$ cat src/sv/mqll_pkg.sv
// Package for the multi-queue linked list engine.
// Holds widths, the "none" code, opcodes, request structs and the link normalizer.
// No dependencies.
`timescale 1ns / 1ps

package mqll_pkg;

    // Sizes
    localparam int THREADS = 64;
    localparam int QUEUES  = 65;

    // Link value width holds 0..THREADS, thread index width holds 0..THREADS-1
    localparam int TW  = $clog2(THREADS + 1);
    localparam int LAW = $clog2(THREADS);
    localparam int QAW = $clog2(QUEUES);

    // Fixed field widths of the stream payload
    localparam int OPCODE_W = 2;
    localparam int QID_W    = 7;
    localparam int TID_W    = 6;
    localparam int POP_W    = 7;

    localparam logic [TW-1:0] NONE = TW'(THREADS);

    typedef enum logic [OPCODE_W-1:0] {
        OP_ENQ = 2'd0,
        OP_DEQ = 2'd1,
        OP_REM = 2'd2
    } op_t;

    // One queue table entry
    typedef struct packed {
        logic [TW-1:0] tail;
        logic [TW-1:0] head;
    } qent_t;

    localparam int QENT_W = $bits(qent_t);

    // Port requests to the link tables
    typedef struct packed {
        logic           we;
        logic [LAW-1:0] waddr;
        logic [TW-1:0]  wdata;
        logic           re;
        logic [LAW-1:0] raddr;
    } link_req_t;

    // Port requests to the queue table
    typedef struct packed {
        logic           we;
        logic [QAW-1:0] waddr;
        qent_t          wdata;
        logic           re;
        logic [QAW-1:0] raddr;
    } queue_req_t;

    // Any link value that is not a thread counts as none
    function automatic logic [TW-1:0] norm_tid(input logic [TW-1:0] v);
        return (v >= TW'(THREADS)) ? NONE : v;
    endfunction

endpackage

$ cat src/sv/mqll_ram.sv
// Generic single-write, single-read RAM with registered read data.
// Per-entry valid bits (cleared by reset) tell the reader an entry was never written.
// Standalone; no package needed.
`timescale 1ns / 1ps

module mqll_ram #(
    parameter int  DEPTH = 64,
    parameter int  WIDTH = 7,
    localparam int AW    = (DEPTH > 1) ? $clog2(DEPTH) : 1
) (
    input  logic             clk,
    input  logic             rst_n,
    input  logic             we,
    input  logic [AW-1:0]    waddr,
    input  logic [WIDTH-1:0] wdata,
    input  logic             re,
    input  logic [AW-1:0]    raddr,
    output logic [WIDTH-1:0] rdata,
    output logic             rvalid
);

    logic [WIDTH-1:0] mem [DEPTH];
    logic [WIDTH-1:0] rdata_reg;
    logic [DEPTH-1:0] valid_reg;
    logic             rvalid_reg;

    // Storage array and read data; read data holds while re is low
    always_ff @(posedge clk)
    begin
        if (we)
        begin
            mem[waddr] <= wdata;
        end
        if (re)
        begin
            rdata_reg <= mem[raddr];
        end
    end

    // Written-entry marks
    always_ff @(posedge clk or negedge rst_n)
    begin
        if (!rst_n)
        begin
            valid_reg  <= '0;
            rvalid_reg <= 1'b0;
        end
        else
        begin
            if (we)
            begin
                valid_reg[waddr] <= 1'b1;
            end
            if (re)
            begin
                rvalid_reg <= valid_reg[raddr];
            end
        end
    end

    assign rdata  = rdata_reg;
    assign rvalid = rvalid_reg;

endmodule

$ cat src/sv/mqll_ctrl.sv
// Operation sequencer: steps each legal enqueue, dequeue or remove through reads and
// write-backs of the queue and link tables, then holds the result in an output register.
// Depends on mqll_pkg.
`timescale 1ns / 1ps

module mqll_ctrl
    import mqll_pkg::*;
(
    input  logic                clk,
    input  logic                rst_n,
    // operation input
    input  logic                in_valid,
    output logic                in_ready,
    input  logic [OPCODE_W-1:0] in_op,
    input  logic [QID_W-1:0]    in_q,
    input  logic [TID_W-1:0]    in_t,
    // table ports
    output queue_req_t          q_req,
    input  qent_t               q_rdata,
    input  logic                q_rvalid,
    output link_req_t           nxt_req,
    input  logic [TW-1:0]       nxt_rdata,
    input  logic                nxt_rvalid,
    output link_req_t           prv_req,
    input  logic [TW-1:0]       prv_rdata,
    input  logic                prv_rvalid,
    // result output
    output logic                out_valid,
    input  logic                out_ready,
    output logic [POP_W-1:0]    out_popped,
    output logic                out_empty
);

    typedef enum logic [4:0] {
        S_IDLE = 5'b00001,
        S_RD1  = 5'b00010,
        S_RD2  = 5'b00100,
        S_WR2  = 5'b01000,
        S_DONE = 5'b10000
    } state_t;

    state_t         state_reg,  state_next;
    op_t            op_reg,     op_next;
    logic [QAW-1:0] q_reg,      q_next;
    logic [LAW-1:0] t_reg,      t_next;
    logic [TW-1:0]  head_reg,   head_next;
    logic [TW-1:0]  pend_pop_reg,   pend_pop_next;
    logic           pend_empty_reg, pend_empty_next;
    logic           out_valid_reg,  out_valid_next;
    logic [TW-1:0]  out_pop_reg,    out_pop_next;
    logic           out_empty_reg,  out_empty_next;

    logic           accept;
    logic           item_ok;
    logic [TW-1:0]  t_ext;
    logic [TW-1:0]  qh, qt, prv, nxt, rd_nxt;

    assign in_ready = (state_reg == S_IDLE);
    assign accept   = in_valid && in_ready;
    assign t_ext    = TW'(t_reg);

    // Unwritten entries read as none
    assign qh     = q_rvalid   ? norm_tid(q_rdata.head) : NONE;
    assign qt     = q_rvalid   ? norm_tid(q_rdata.tail) : NONE;
    assign prv    = prv_rvalid ? norm_tid(prv_rdata)    : NONE;
    assign nxt    = nxt_rvalid ? norm_tid(nxt_rdata)    : NONE;
    assign rd_nxt = nxt;

    // Legal operation on an existing queue and thread
    always_comb
    begin
        item_ok = 1'b0;
        if (in_q < QID_W'(QUEUES))
        begin
            case (in_op)
                OP_DEQ:  item_ok = 1'b1;
                OP_ENQ,
                OP_REM:  item_ok = ({1'b0, in_t} < (TID_W + 1)'(THREADS));
                default: item_ok = 1'b0;
            endcase
        end
    end

    // Sequencer
    always_comb
    begin
        state_next      = state_reg;
        op_next         = op_reg;
        q_next          = q_reg;
        t_next          = t_reg;
        head_next       = head_reg;
        pend_pop_next   = pend_pop_reg;
        pend_empty_next = pend_empty_reg;
        out_valid_next  = out_valid_reg;
        out_pop_next    = out_pop_reg;
        out_empty_next  = out_empty_reg;
        q_req           = '0;
        nxt_req         = '0;
        prv_req         = '0;

        // result transfer leaves the output register empty
        if (out_valid_reg && out_ready)
        begin
            out_valid_next = 1'b0;
        end

        case (state_reg)
            S_IDLE:
            begin
                if (accept)
                begin
                    op_next         = op_t'(in_op);
                    q_next          = QAW'(in_q);
                    t_next          = LAW'(in_t);
                    pend_pop_next   = NONE;
                    pend_empty_next = 1'b0;
                    if (item_ok)
                    begin
                        q_req.re     = 1'b1;
                        q_req.raddr  = QAW'(in_q);
                        nxt_req.re   = 1'b1;
                        nxt_req.raddr = LAW'(in_t);
                        prv_req.re   = 1'b1;
                        prv_req.raddr = LAW'(in_t);
                        state_next   = S_RD1;
                    end
                    else
                    begin
                        state_next = S_DONE;
                    end
                end
            end

            S_RD1:
            begin
                case (op_reg)
                    OP_ENQ:
                    begin
                        // link old tail forward, new thread back, move tail
                        if (qt != NONE)
                        begin
                            nxt_req.we    = 1'b1;
                            nxt_req.waddr = qt[LAW-1:0];
                            nxt_req.wdata = t_ext;
                        end
                        prv_req.we         = 1'b1;
                        prv_req.waddr      = t_reg;
                        prv_req.wdata      = qt;
                        q_req.we           = 1'b1;
                        q_req.waddr        = q_reg;
                        q_req.wdata.tail   = t_ext;
                        q_req.wdata.head   = (qt == NONE) ? t_ext : qh;
                        state_next         = S_WR2;
                    end
                    OP_DEQ:
                    begin
                        if (qh == NONE)
                        begin
                            pend_empty_next = 1'b1;
                            state_next      = S_DONE;
                        end
                        else
                        begin
                            head_next     = qh;
                            nxt_req.re    = 1'b1;
                            nxt_req.raddr = qh[LAW-1:0];
                            state_next    = S_RD2;
                        end
                    end
                    OP_REM:
                    begin
                        if (prv == NONE)
                        begin
                            q_req.we    = 1'b1;
                            q_req.waddr = q_reg;
                            if (nxt == NONE)
                            begin
                                q_req.wdata.tail = NONE;
                                q_req.wdata.head = NONE;
                            end
                            else
                            begin
                                prv_req.we       = 1'b1;
                                prv_req.waddr    = nxt[LAW-1:0];
                                prv_req.wdata    = NONE;
                                q_req.wdata.tail = qt;
                                q_req.wdata.head = nxt;
                            end
                        end
                        else if (nxt == NONE)
                        begin
                            nxt_req.we       = 1'b1;
                            nxt_req.waddr    = prv[LAW-1:0];
                            nxt_req.wdata    = NONE;
                            q_req.we         = 1'b1;
                            q_req.waddr      = q_reg;
                            q_req.wdata.tail = prv;
                            q_req.wdata.head = qh;
                        end
                        else
                        begin
                            // equal neighbors: only the back link is rewritten
                            if (prv != nxt)
                            begin
                                nxt_req.we    = 1'b1;
                                nxt_req.waddr = prv[LAW-1:0];
                                nxt_req.wdata = nxt;
                            end
                            prv_req.we    = 1'b1;
                            prv_req.waddr = nxt[LAW-1:0];
                            prv_req.wdata = prv;
                        end
                        state_next = S_DONE;
                    end
                    default:
                    begin
                        state_next = S_DONE;
                    end
                endcase
            end

            S_RD2:
            begin
                // dequeue: successor of the popped head becomes the head
                q_req.we    = 1'b1;
                q_req.waddr = q_reg;
                if (rd_nxt == NONE)
                begin
                    q_req.wdata.tail = NONE;
                    q_req.wdata.head = NONE;
                end
                else
                begin
                    prv_req.we       = 1'b1;
                    prv_req.waddr    = rd_nxt[LAW-1:0];
                    prv_req.wdata    = NONE;
                    q_req.wdata.tail = qt;
                    q_req.wdata.head = rd_nxt;
                end
                pend_pop_next = head_reg;
                state_next    = S_DONE;
            end

            S_WR2:
            begin
                // enqueue: new tail has no successor (written last on purpose)
                nxt_req.we    = 1'b1;
                nxt_req.waddr = t_reg;
                nxt_req.wdata = NONE;
                state_next    = S_DONE;
            end

            S_DONE:
            begin
                if (!out_valid_reg || out_ready)
                begin
                    out_valid_next = 1'b1;
                    out_pop_next   = pend_pop_reg;
                    out_empty_next = pend_empty_reg;
                    state_next     = S_IDLE;
                end
            end

            default:
            begin
                state_next = S_IDLE;
            end
        endcase
    end

    // Control state
    always_ff @(posedge clk or negedge rst_n)
    begin
        if (!rst_n)
        begin
            state_reg     <= S_IDLE;
            out_valid_reg <= 1'b0;
        end
        else
        begin
            state_reg     <= state_next;
            out_valid_reg <= out_valid_next;
        end
    end

    // Payload registers
    always_ff @(posedge clk)
    begin
        op_reg         <= op_next;
        q_reg          <= q_next;
        t_reg          <= t_next;
        head_reg       <= head_next;
        pend_pop_reg   <= pend_pop_next;
        pend_empty_reg <= pend_empty_next;
        out_pop_reg    <= out_pop_next;
        out_empty_reg  <= out_empty_next;
    end

    assign out_valid  = out_valid_reg;
    assign out_popped = POP_W'(out_pop_reg);
    assign out_empty  = out_empty_reg;

endmodule

$ cat src/sv/multi_queue_linked_list_engine_top.sv
// Top level of the multi-queue linked list engine.
// Instantiates mqll_ctrl and three mqll_ram tables; uses mqll_pkg.
//
// Usage:
//   Keeps QUEUES FIFO queues of thread ids as doubly linked lists.
//   Input channel (s_*): one transfer is one operation. s_tuser carries the
//   opcode (enqueue, dequeue, remove); s_tdata carries queue_id and thread_id.
//   Output channel (m_*): exactly one result transfer per operation, in order:
//   the popped thread (THREADS means none) and the empty flag.
//   Timing: every operation goes through the sequencer, which reads the queue
//   table and the link tables through one port each (registered reads) and
//   writes them back. Unused opcodes and queues skip the table steps; remove
//   and empty dequeue end after the first step; enqueue and non-empty dequeue
//   add a second step. The result is registered after the last table write.
//   s_tready is high only while the sequencer is idle.
//   Reset: all queues empty and all links none, at once, through per-entry
//   written marks; no clearing pass.
//   Stall: a result waiting in the output register does not block the next
//   accept; the following result waits in the sequencer until the output
//   register is free.
`timescale 1ns / 1ps

module multi_queue_linked_list_engine_top
    import mqll_pkg::*;
(
    input  logic        clk,
    input  logic        rst_n,
    input  logic        s_tvalid,
    output logic        s_tready,
    input  logic [15:0] s_tdata,   // [6:0] queue_id, [12:7] thread_id, [15:13] zero
    input  logic [1:0]  s_tuser,   // [1:0] opcode
    output logic        m_tvalid,
    input  logic        m_tready,
    output logic [7:0]  m_tdata,   // [6:0] popped_thread, [7] zero
    output logic [0:0]  m_tuser    // [0] queue_was_empty
);

    queue_req_t        q_req;
    qent_t             q_rdata;
    logic              q_rvalid;
    logic [QENT_W-1:0] q_rdata_raw;
    link_req_t         nxt_req;
    logic [TW-1:0]     nxt_rdata;
    logic              nxt_rvalid;
    link_req_t         prv_req;
    logic [TW-1:0]     prv_rdata;
    logic              prv_rvalid;
    logic [POP_W-1:0]  popped;
    logic              empty;

    assign q_rdata = qent_t'(q_rdata_raw);

    // Sequencer
    mqll_ctrl u_ctrl (
        .clk        (clk),
        .rst_n      (rst_n),
        .in_valid   (s_tvalid),
        .in_ready   (s_tready),
        .in_op      (s_tuser[OPCODE_W-1:0]),
        .in_q       (s_tdata[QID_W-1:0]),
        .in_t       (s_tdata[QID_W +: TID_W]),
        .q_req      (q_req),
        .q_rdata    (q_rdata),
        .q_rvalid   (q_rvalid),
        .nxt_req    (nxt_req),
        .nxt_rdata  (nxt_rdata),
        .nxt_rvalid (nxt_rvalid),
        .prv_req    (prv_req),
        .prv_rdata  (prv_rdata),
        .prv_rvalid (prv_rvalid),
        .out_valid  (m_tvalid),
        .out_ready  (m_tready),
        .out_popped (popped),
        .out_empty  (empty)
    );

    // Head and tail of every queue
    mqll_ram #(
        .DEPTH (QUEUES),
        .WIDTH (QENT_W)
    ) u_queue_ram (
        .clk    (clk),
        .rst_n  (rst_n),
        .we     (q_req.we),
        .waddr  (q_req.waddr),
        .wdata  (q_req.wdata),
        .re     (q_req.re),
        .raddr  (q_req.raddr),
        .rdata  (q_rdata_raw),
        .rvalid (q_rvalid)
    );

    // Next links
    mqll_ram #(
        .DEPTH (THREADS),
        .WIDTH (TW)
    ) u_next_ram (
        .clk    (clk),
        .rst_n  (rst_n),
        .we     (nxt_req.we),
        .waddr  (nxt_req.waddr),
        .wdata  (nxt_req.wdata),
        .re     (nxt_req.re),
        .raddr  (nxt_req.raddr),
        .rdata  (nxt_rdata),
        .rvalid (nxt_rvalid)
    );

    // Previous links
    mqll_ram #(
        .DEPTH (THREADS),
        .WIDTH (TW)
    ) u_prev_ram (
        .clk    (clk),
        .rst_n  (rst_n),
        .we     (prv_req.we),
        .waddr  (prv_req.waddr),
        .wdata  (prv_req.wdata),
        .re     (prv_req.re),
        .raddr  (prv_req.raddr),
        .rdata  (prv_rdata),
        .rvalid (prv_rvalid)
    );

    assign m_tdata = {1'b0, popped};
    assign m_tuser = empty;

endmodule

$ cat config.mk
export PLATFORM = sky130hd
export DESIGN_NAME = multi_queue_linked_list_engine_top
export DESIGN_NICKNAME = d
export VERILOG_FILES = /design/src/sv/mqll_pkg.sv /design/src/sv/mqll_ram.sv /design/src/sv/mqll_ctrl.sv /design/src/sv/multi_queue_linked_list_engine_top.sv
export SDC_FILE = /design/constraint.sdc
export NUM_CORES = 2
export LEC_CHECK = 0
export ABC_CLOCK_PERIOD_IN_PS = 5000
export BUFFER_PORTS_ARGS = -buffer_cell sky130_fd_sc_hd__buf_2
export CAP_MARGIN = 40
export CORE_MARGIN = 2
export CORE_UTILIZATION = 42
export DETAILED_ROUTE_END_ITERATION = 7
export GPL_TIMING_DRIVEN = 0
export PLACE_DENSITY_LB_ADDON = 0.15
export REMOVE_ABC_BUFFERS = 1
export SLEW_MARGIN = 20
export SYNTH_ARGS = -nofsm -noshare
export SYNTH_HDL_FRONTEND = slang
export SYNTH_HIERARCHICAL = 1
export SYNTH_SLANG_ARGS = --single-unit
$ cat constraint.sdc
create_clock -name clk -period 5 [get_ports clk]
set_input_delay 1.25 -clock clk [delete_from_list [all_inputs] [get_ports clk]]
set_output_delay 1.25 -clock clk [all_outputs]
set_load 0.02 [all_outputs]
# Word level (Yosys, flattened, before mapping)
# Memories as Yosys holds them, arrays and structs flattened. A register that Yosys moved wholly into a read port is not among the register bits.
# Index checks and enable logic that the tools add are counted.
# word_totals
mem_count,3
ram_bits,1806
in_bits,22
out_inout_bits,11
wordCells,144
ff_bits,240
# op_classes
reduce_logical,19
n_mux,69
magnitude_cmp,14
n_bitwise,4
eq_ne,19
# mem_list
memory,depth,word_bits,rd,rd_ports_with_merged_regs,wr,line_no,source
u_queue_ram.mem,65,14,1,1,1,mqll_ram.sv:22,logic [WIDTH-1:0] mem [DEPTH];
u_next_ram.mem,64,7,1,1,1,mqll_ram.sv:22,
u_prev_ram.mem,64,7,1,1,1,mqll_ram.sv:22,
# op_table
op,count
$or 64x64->64,2
$mux 14,8
$pmux 14 s2,4
$mux 7,15
$pmux 22 s2,2
$or 65x65->65,1
$mux 22,2
$eq 7x7->1 const B,4
$ge 7x7->1 const B,4
$lt 6x7->1 const B,4
$pmux 7 s2,2
$mux 8,3
$mux 1,20
$mux 5,4
$pmux 5 s4,1
$lt 7x8->1 const B,2
$bmux 1 s6,2
$demux 1 s6,2
$ge 6x1->1 const B,2
$pmux 5 s2,1
$reduce_and 2->1,4
$bmux 1 s7,1
$demux 1 s7,1
$ge 7x1->1 const B,1
other kinds (23),33

# Logic depth before layout (Yosys ltp)
# depth
ltp_word,14
depth_mapped,16
depth_no_buf,11

# Cells and area by module
# The synthesis kept the hierarchy.
# by_module_without_submodules
mod,area_each_um2,n_inst,seq_area_each_um2,cells_each
mqll_ram (u_queue_ram),38269.2,1,29398.2,1744
mqll_ram (u_prev_ram),20179.4,1,15289.7,946
mqll_ram (u_next_ram),20166.8,1,15289.7,941
mqll_ctrl,2955.3,1,1292.5,306
multi_queue_linked_list_engine_top,11.3,1,0.0,2

# Worst setup path before layout
# No wires, ideal clock.
# synth_path
path_kind,reg2reg
startpoint,register u_ctrl.state_reg[3]
endpoint,memory u_queue_ram/mem[0][6] (netlist name) (data pin)
setup_time_ps,737
required_ps,4263
arrival_time_ps,3980
n_path_buf,1
setup_slack_ps,284
path_stages_with_launch,7
synth_period_minus_slack_ps,4716
path_cell_list,dfrtp_1 nor3_2 nand3b_2 inv_1 buf_4 nand2b_1 o32ai_1
# synth_rtl
element,line_no,source
from (decl),mqll_ctrl.sv:42,"state_t state_reg, state_next;"
from (signal assigned),mqll_ctrl.sv:281,state_reg <= state_next;
to (decl),mqll_ram.sv:22,

==> impl_metrics.env <==
export IMPL_grt_pass1_wl_um=294000
export IMPL_arrival_ns=5.51
export IMPL_outcome="finished, final reports clean"
export IMPL_antenna_found_initial=6
export IMPL_worstPathRequired_ns=5.52
export IMPL_synthArstFlopShare_pct=9.74
export IMPL_cts_tree="yes"
export IMPL_design_core_area_um2=193000
export IMPL_synth_edf_count=1872
export IMPL_grt_pass1_vias=40053
export IMPL_worst_pin_slew_ns=0.961
export IMPL_dieArea_um2=198000
export IMPL_clock_sinks=2074
export IMPL_place_hpwl_um=131000
export IMPL_crit_top_cell="buf_12"
export IMPL_finalHoldViolations=0
export IMPL_route_detailed_drc=0
export IMPL_final_cell_mix="1872 x edfxtp_1, 546 x mux4_2, 214 x clkbuf_16"
export IMPL_fill_cells=15420
export IMPL_start_util_pct=42.3
export IMPL_yosysUniqueCellTypes=88
export IMPL_max_freq_ghz=0.201
export IMPL_setup_slack_ns=0.0186
export IMPL_final_period_utilization_pct=99.6
export IMPL_ys_top_cells_by_area="edfxtp_1 69%, mux4_2 15%, dfrtp_1 6.2%"
export IMPL_vias=40030
export IMPL_h_tree_depth=4
export IMPL_routed_wl_um=203000
export IMPL_place_congestion=0.840
export IMPL_synth_seq_cells=2074
export IMPL_numCtsBuffers=209
export IMPL_portBuffers=28
export IMPL_io_pins=33
export IMPL_cts_buffer_depth=3
export IMPL_synth_ff_type="edfxtp_1"
export IMPL_grt_setup_unrepaired="yes"
export IMPL_power_density_nw_per_um2=387
export IMPL_path_max_fanout=40
export IMPL_synth_area_um2=81600
export IMPL_final_common_cell="edfxtp_1"
export IMPL_syn_avg_cell_area_um2=20.7
export IMPL_drive_gt1_share_pct=34.5
export IMPL_cp_cell_sequence="buf_2 > or4_1 > o31ai_4 > nand2_4 > nor2_4 > buf_12 > buf_16 > and2_4 > buf_16 > buf_12 > buf_12 > mux4_2 > mux4_2 > a22oi_2 > o211ai_1"
export IMPL_start_kind="input pin"
export IMPL_hold_class="input pin to async pin"
export IMPL_ys_warn_count=6
export IMPL_seq_area_frac_synth_pct=75.1
export IMPL_num_rows=161
export IMPL_setup_viol=0
export IMPL_root_buffer="clkbuf_16"
export IMPL_drt_pass1_iterations=5
export IMPL_track_usage_pct=20.6
export IMPL_drt_initial_drc_count=4475
export IMPL_largestRegisters="u_queue_ram/mem x910, u_next_ram/mem x448, u_prev_ram/mem x448"
export IMPL_max_slew_margin_rel_pct=35.8
export IMPL_drv_cap=0
export IMPL_path_clk_slew_ns=0.06
export IMPL_path_class="input pin to flop"
export IMPL_place_ws_ns=-1.96
export IMPL_clock_latency_ns=0.84
export IMPL_die_x_um=445
export IMPL_drt_wirelength_per_cell_um=29.2
export IMPL_fin_skew_ns=0.0309
export IMPL_fin_area_um2=95600
export IMPL_place_inst=6499
export IMPL_final_cells=6958
export IMPL_p_leak_nw=33.2
export IMPL_cp_end_kind="flop"
export IMPL_area_growth_pct=17.1
export IMPL_grt_overflow_total=0
export IMPL_nNetsFinal=4270
export IMPL_synth_top_area_cell="edfxtp_1"
export IMPL_die_y_um=445
export IMPL_grt_max_degree=75
export IMPL_max_stage_delay_ns=0.59
export IMPL_postSynthCellCount=3939
export IMPL_via_per_inst=5.75
export IMPL_ir_drop_v=0.000308
export IMPL_regMostFlops="u_queue_ram/mem"
export IMPL_drtAntennaViolNets=0
export IMPL_place_area_um2=87700
export IMPL_worst_path_max_delay_cell="or4_1"
export IMPL_slew_violations=0
export IMPL_fin_crit_ns=4.98
export IMPL_largest_reg_flops=910
export IMPL_synth_top_area_share_pct=68.9
## power breakdown
group / total [mW] / switching [mW] / internal (mW)
Clock: 15.5 / 6.55 / 9.00
Sequential: 19.0 / 0.150 / 18.9
Combinational: 2.40 / 1.43 / 0.976
## per-stage QoR
stage	power (mW)	util (%)	TNS (ns)	hold WS, ns
2_1_floorplan	20.8	-	-200.39	0.400
3_3_place_gp	21.8	43.5	-3359.72	0.406
3_5_place_dp	21.6	45.5	-42.65	0.407
4_1_cts	37.3	49.4	0	0.339
5_1_grt	38.1	49.6	-0.00714	0.381
6_report	37.0	49.6	0	0.380
## logic make-up (layout without fill, tap and decap cells)
logic type | Yosys count | count (layout) | share of synthesized area (%)
flops | 2074 | 2074 | 75.1
simple gates | 737 | 739 | 4.71
mux | 673 | 673 | 16.6
compound gates | 238 | 239 | 2.14
buf+inv | 212 | 701 | 1.36
xor+xnor | 4 | 4 | 0.0430
other cells | 1 | 2 | 0.00460
## cell usage after synthesis (all sizes together), types with 30 or more instances
library cell and instances:
a22oi 50, and2 30, buf 127, clkbuf 69, dfrtp 201, edfxtp 1872
mux2i 119, mux4 546, nand2 87, nand3 41, nor2 243, nor2b 41
o21ai 40, o22ai 31, or2 198
## final cells by class
class | count | area [um^2] | share of cell area (%)
Sequential cell | 2074 | 61300 | 64.1
Inverter | 16 | 63.8 | 0.0668
Timing Repair Buffer | 291 | 4150 | 4.35
Tap cell | 2526 | 3160 | 3.31
Clock inverter | 122 | 1150 | 1.20
Clock buffer | 272 | 5690 | 5.96
Antenna cell | 1 | 2.50 | 0.00262
Multi-Input combinational cell | 1656 | 20100 | 21.0
## worst max-delay path, delay by kind of cell
| kind | cells | cell delay [ns] |
|---|---|---|
| AOI/OAI and AO/OA | 3 | 0.85 |
| and+or+nand+nor | 4 | 1.08 |
| muxes | 2 | 0.92 |
| buffers and inverters | 6 | 1.30 |
## path summary, 6_finish.rpt
check                                            start                   endpoint  slack (ns)  depth (start not counted)
worst max-delay path                        s_tdata[5]       u_queue_ram/rdata[2]        0.02                         15
worst min-delay path                             rst_n   u_next_ram/valid_reg[12]        0.38                          1
worst max register to register       u_next_ram/rvalid      u_next_ram/mem[15][5]        0.18                          9
worst min register to register  u_ctrl/pend_pop_reg[2]       u_ctrl/out_popped[2]        0.42                          0
max in group asynchronous                        rst_n  u_queue_ram/valid_reg[53]        3.28                          3
min in group clk                u_ctrl/pend_pop_reg[2]       u_ctrl/out_popped[2]        0.42                          0
## routing by layer
layer / routed length (um) / up-vias / GRT usage (%)
met5: 13 / - / 0
met4: 4680 / 2 / 5.30
met3: 11100 / 278 / 3.17
met2: 98700 / 1198 / 33.0
met1: 88500 / 21711 / 29.5
li1: - / 16841 / -
## timing repair
item                       in CTS  in global routing
setup endpoints to repair      36                 19
hold endpoints to repair        0                  0
pin swaps                       4                  3
gates cloned                   10                  1
hold buffers                    0                  0
gates resized for setup        33                 15
buffers inserted               14                  7
Power figures use the tool's default switching activity.
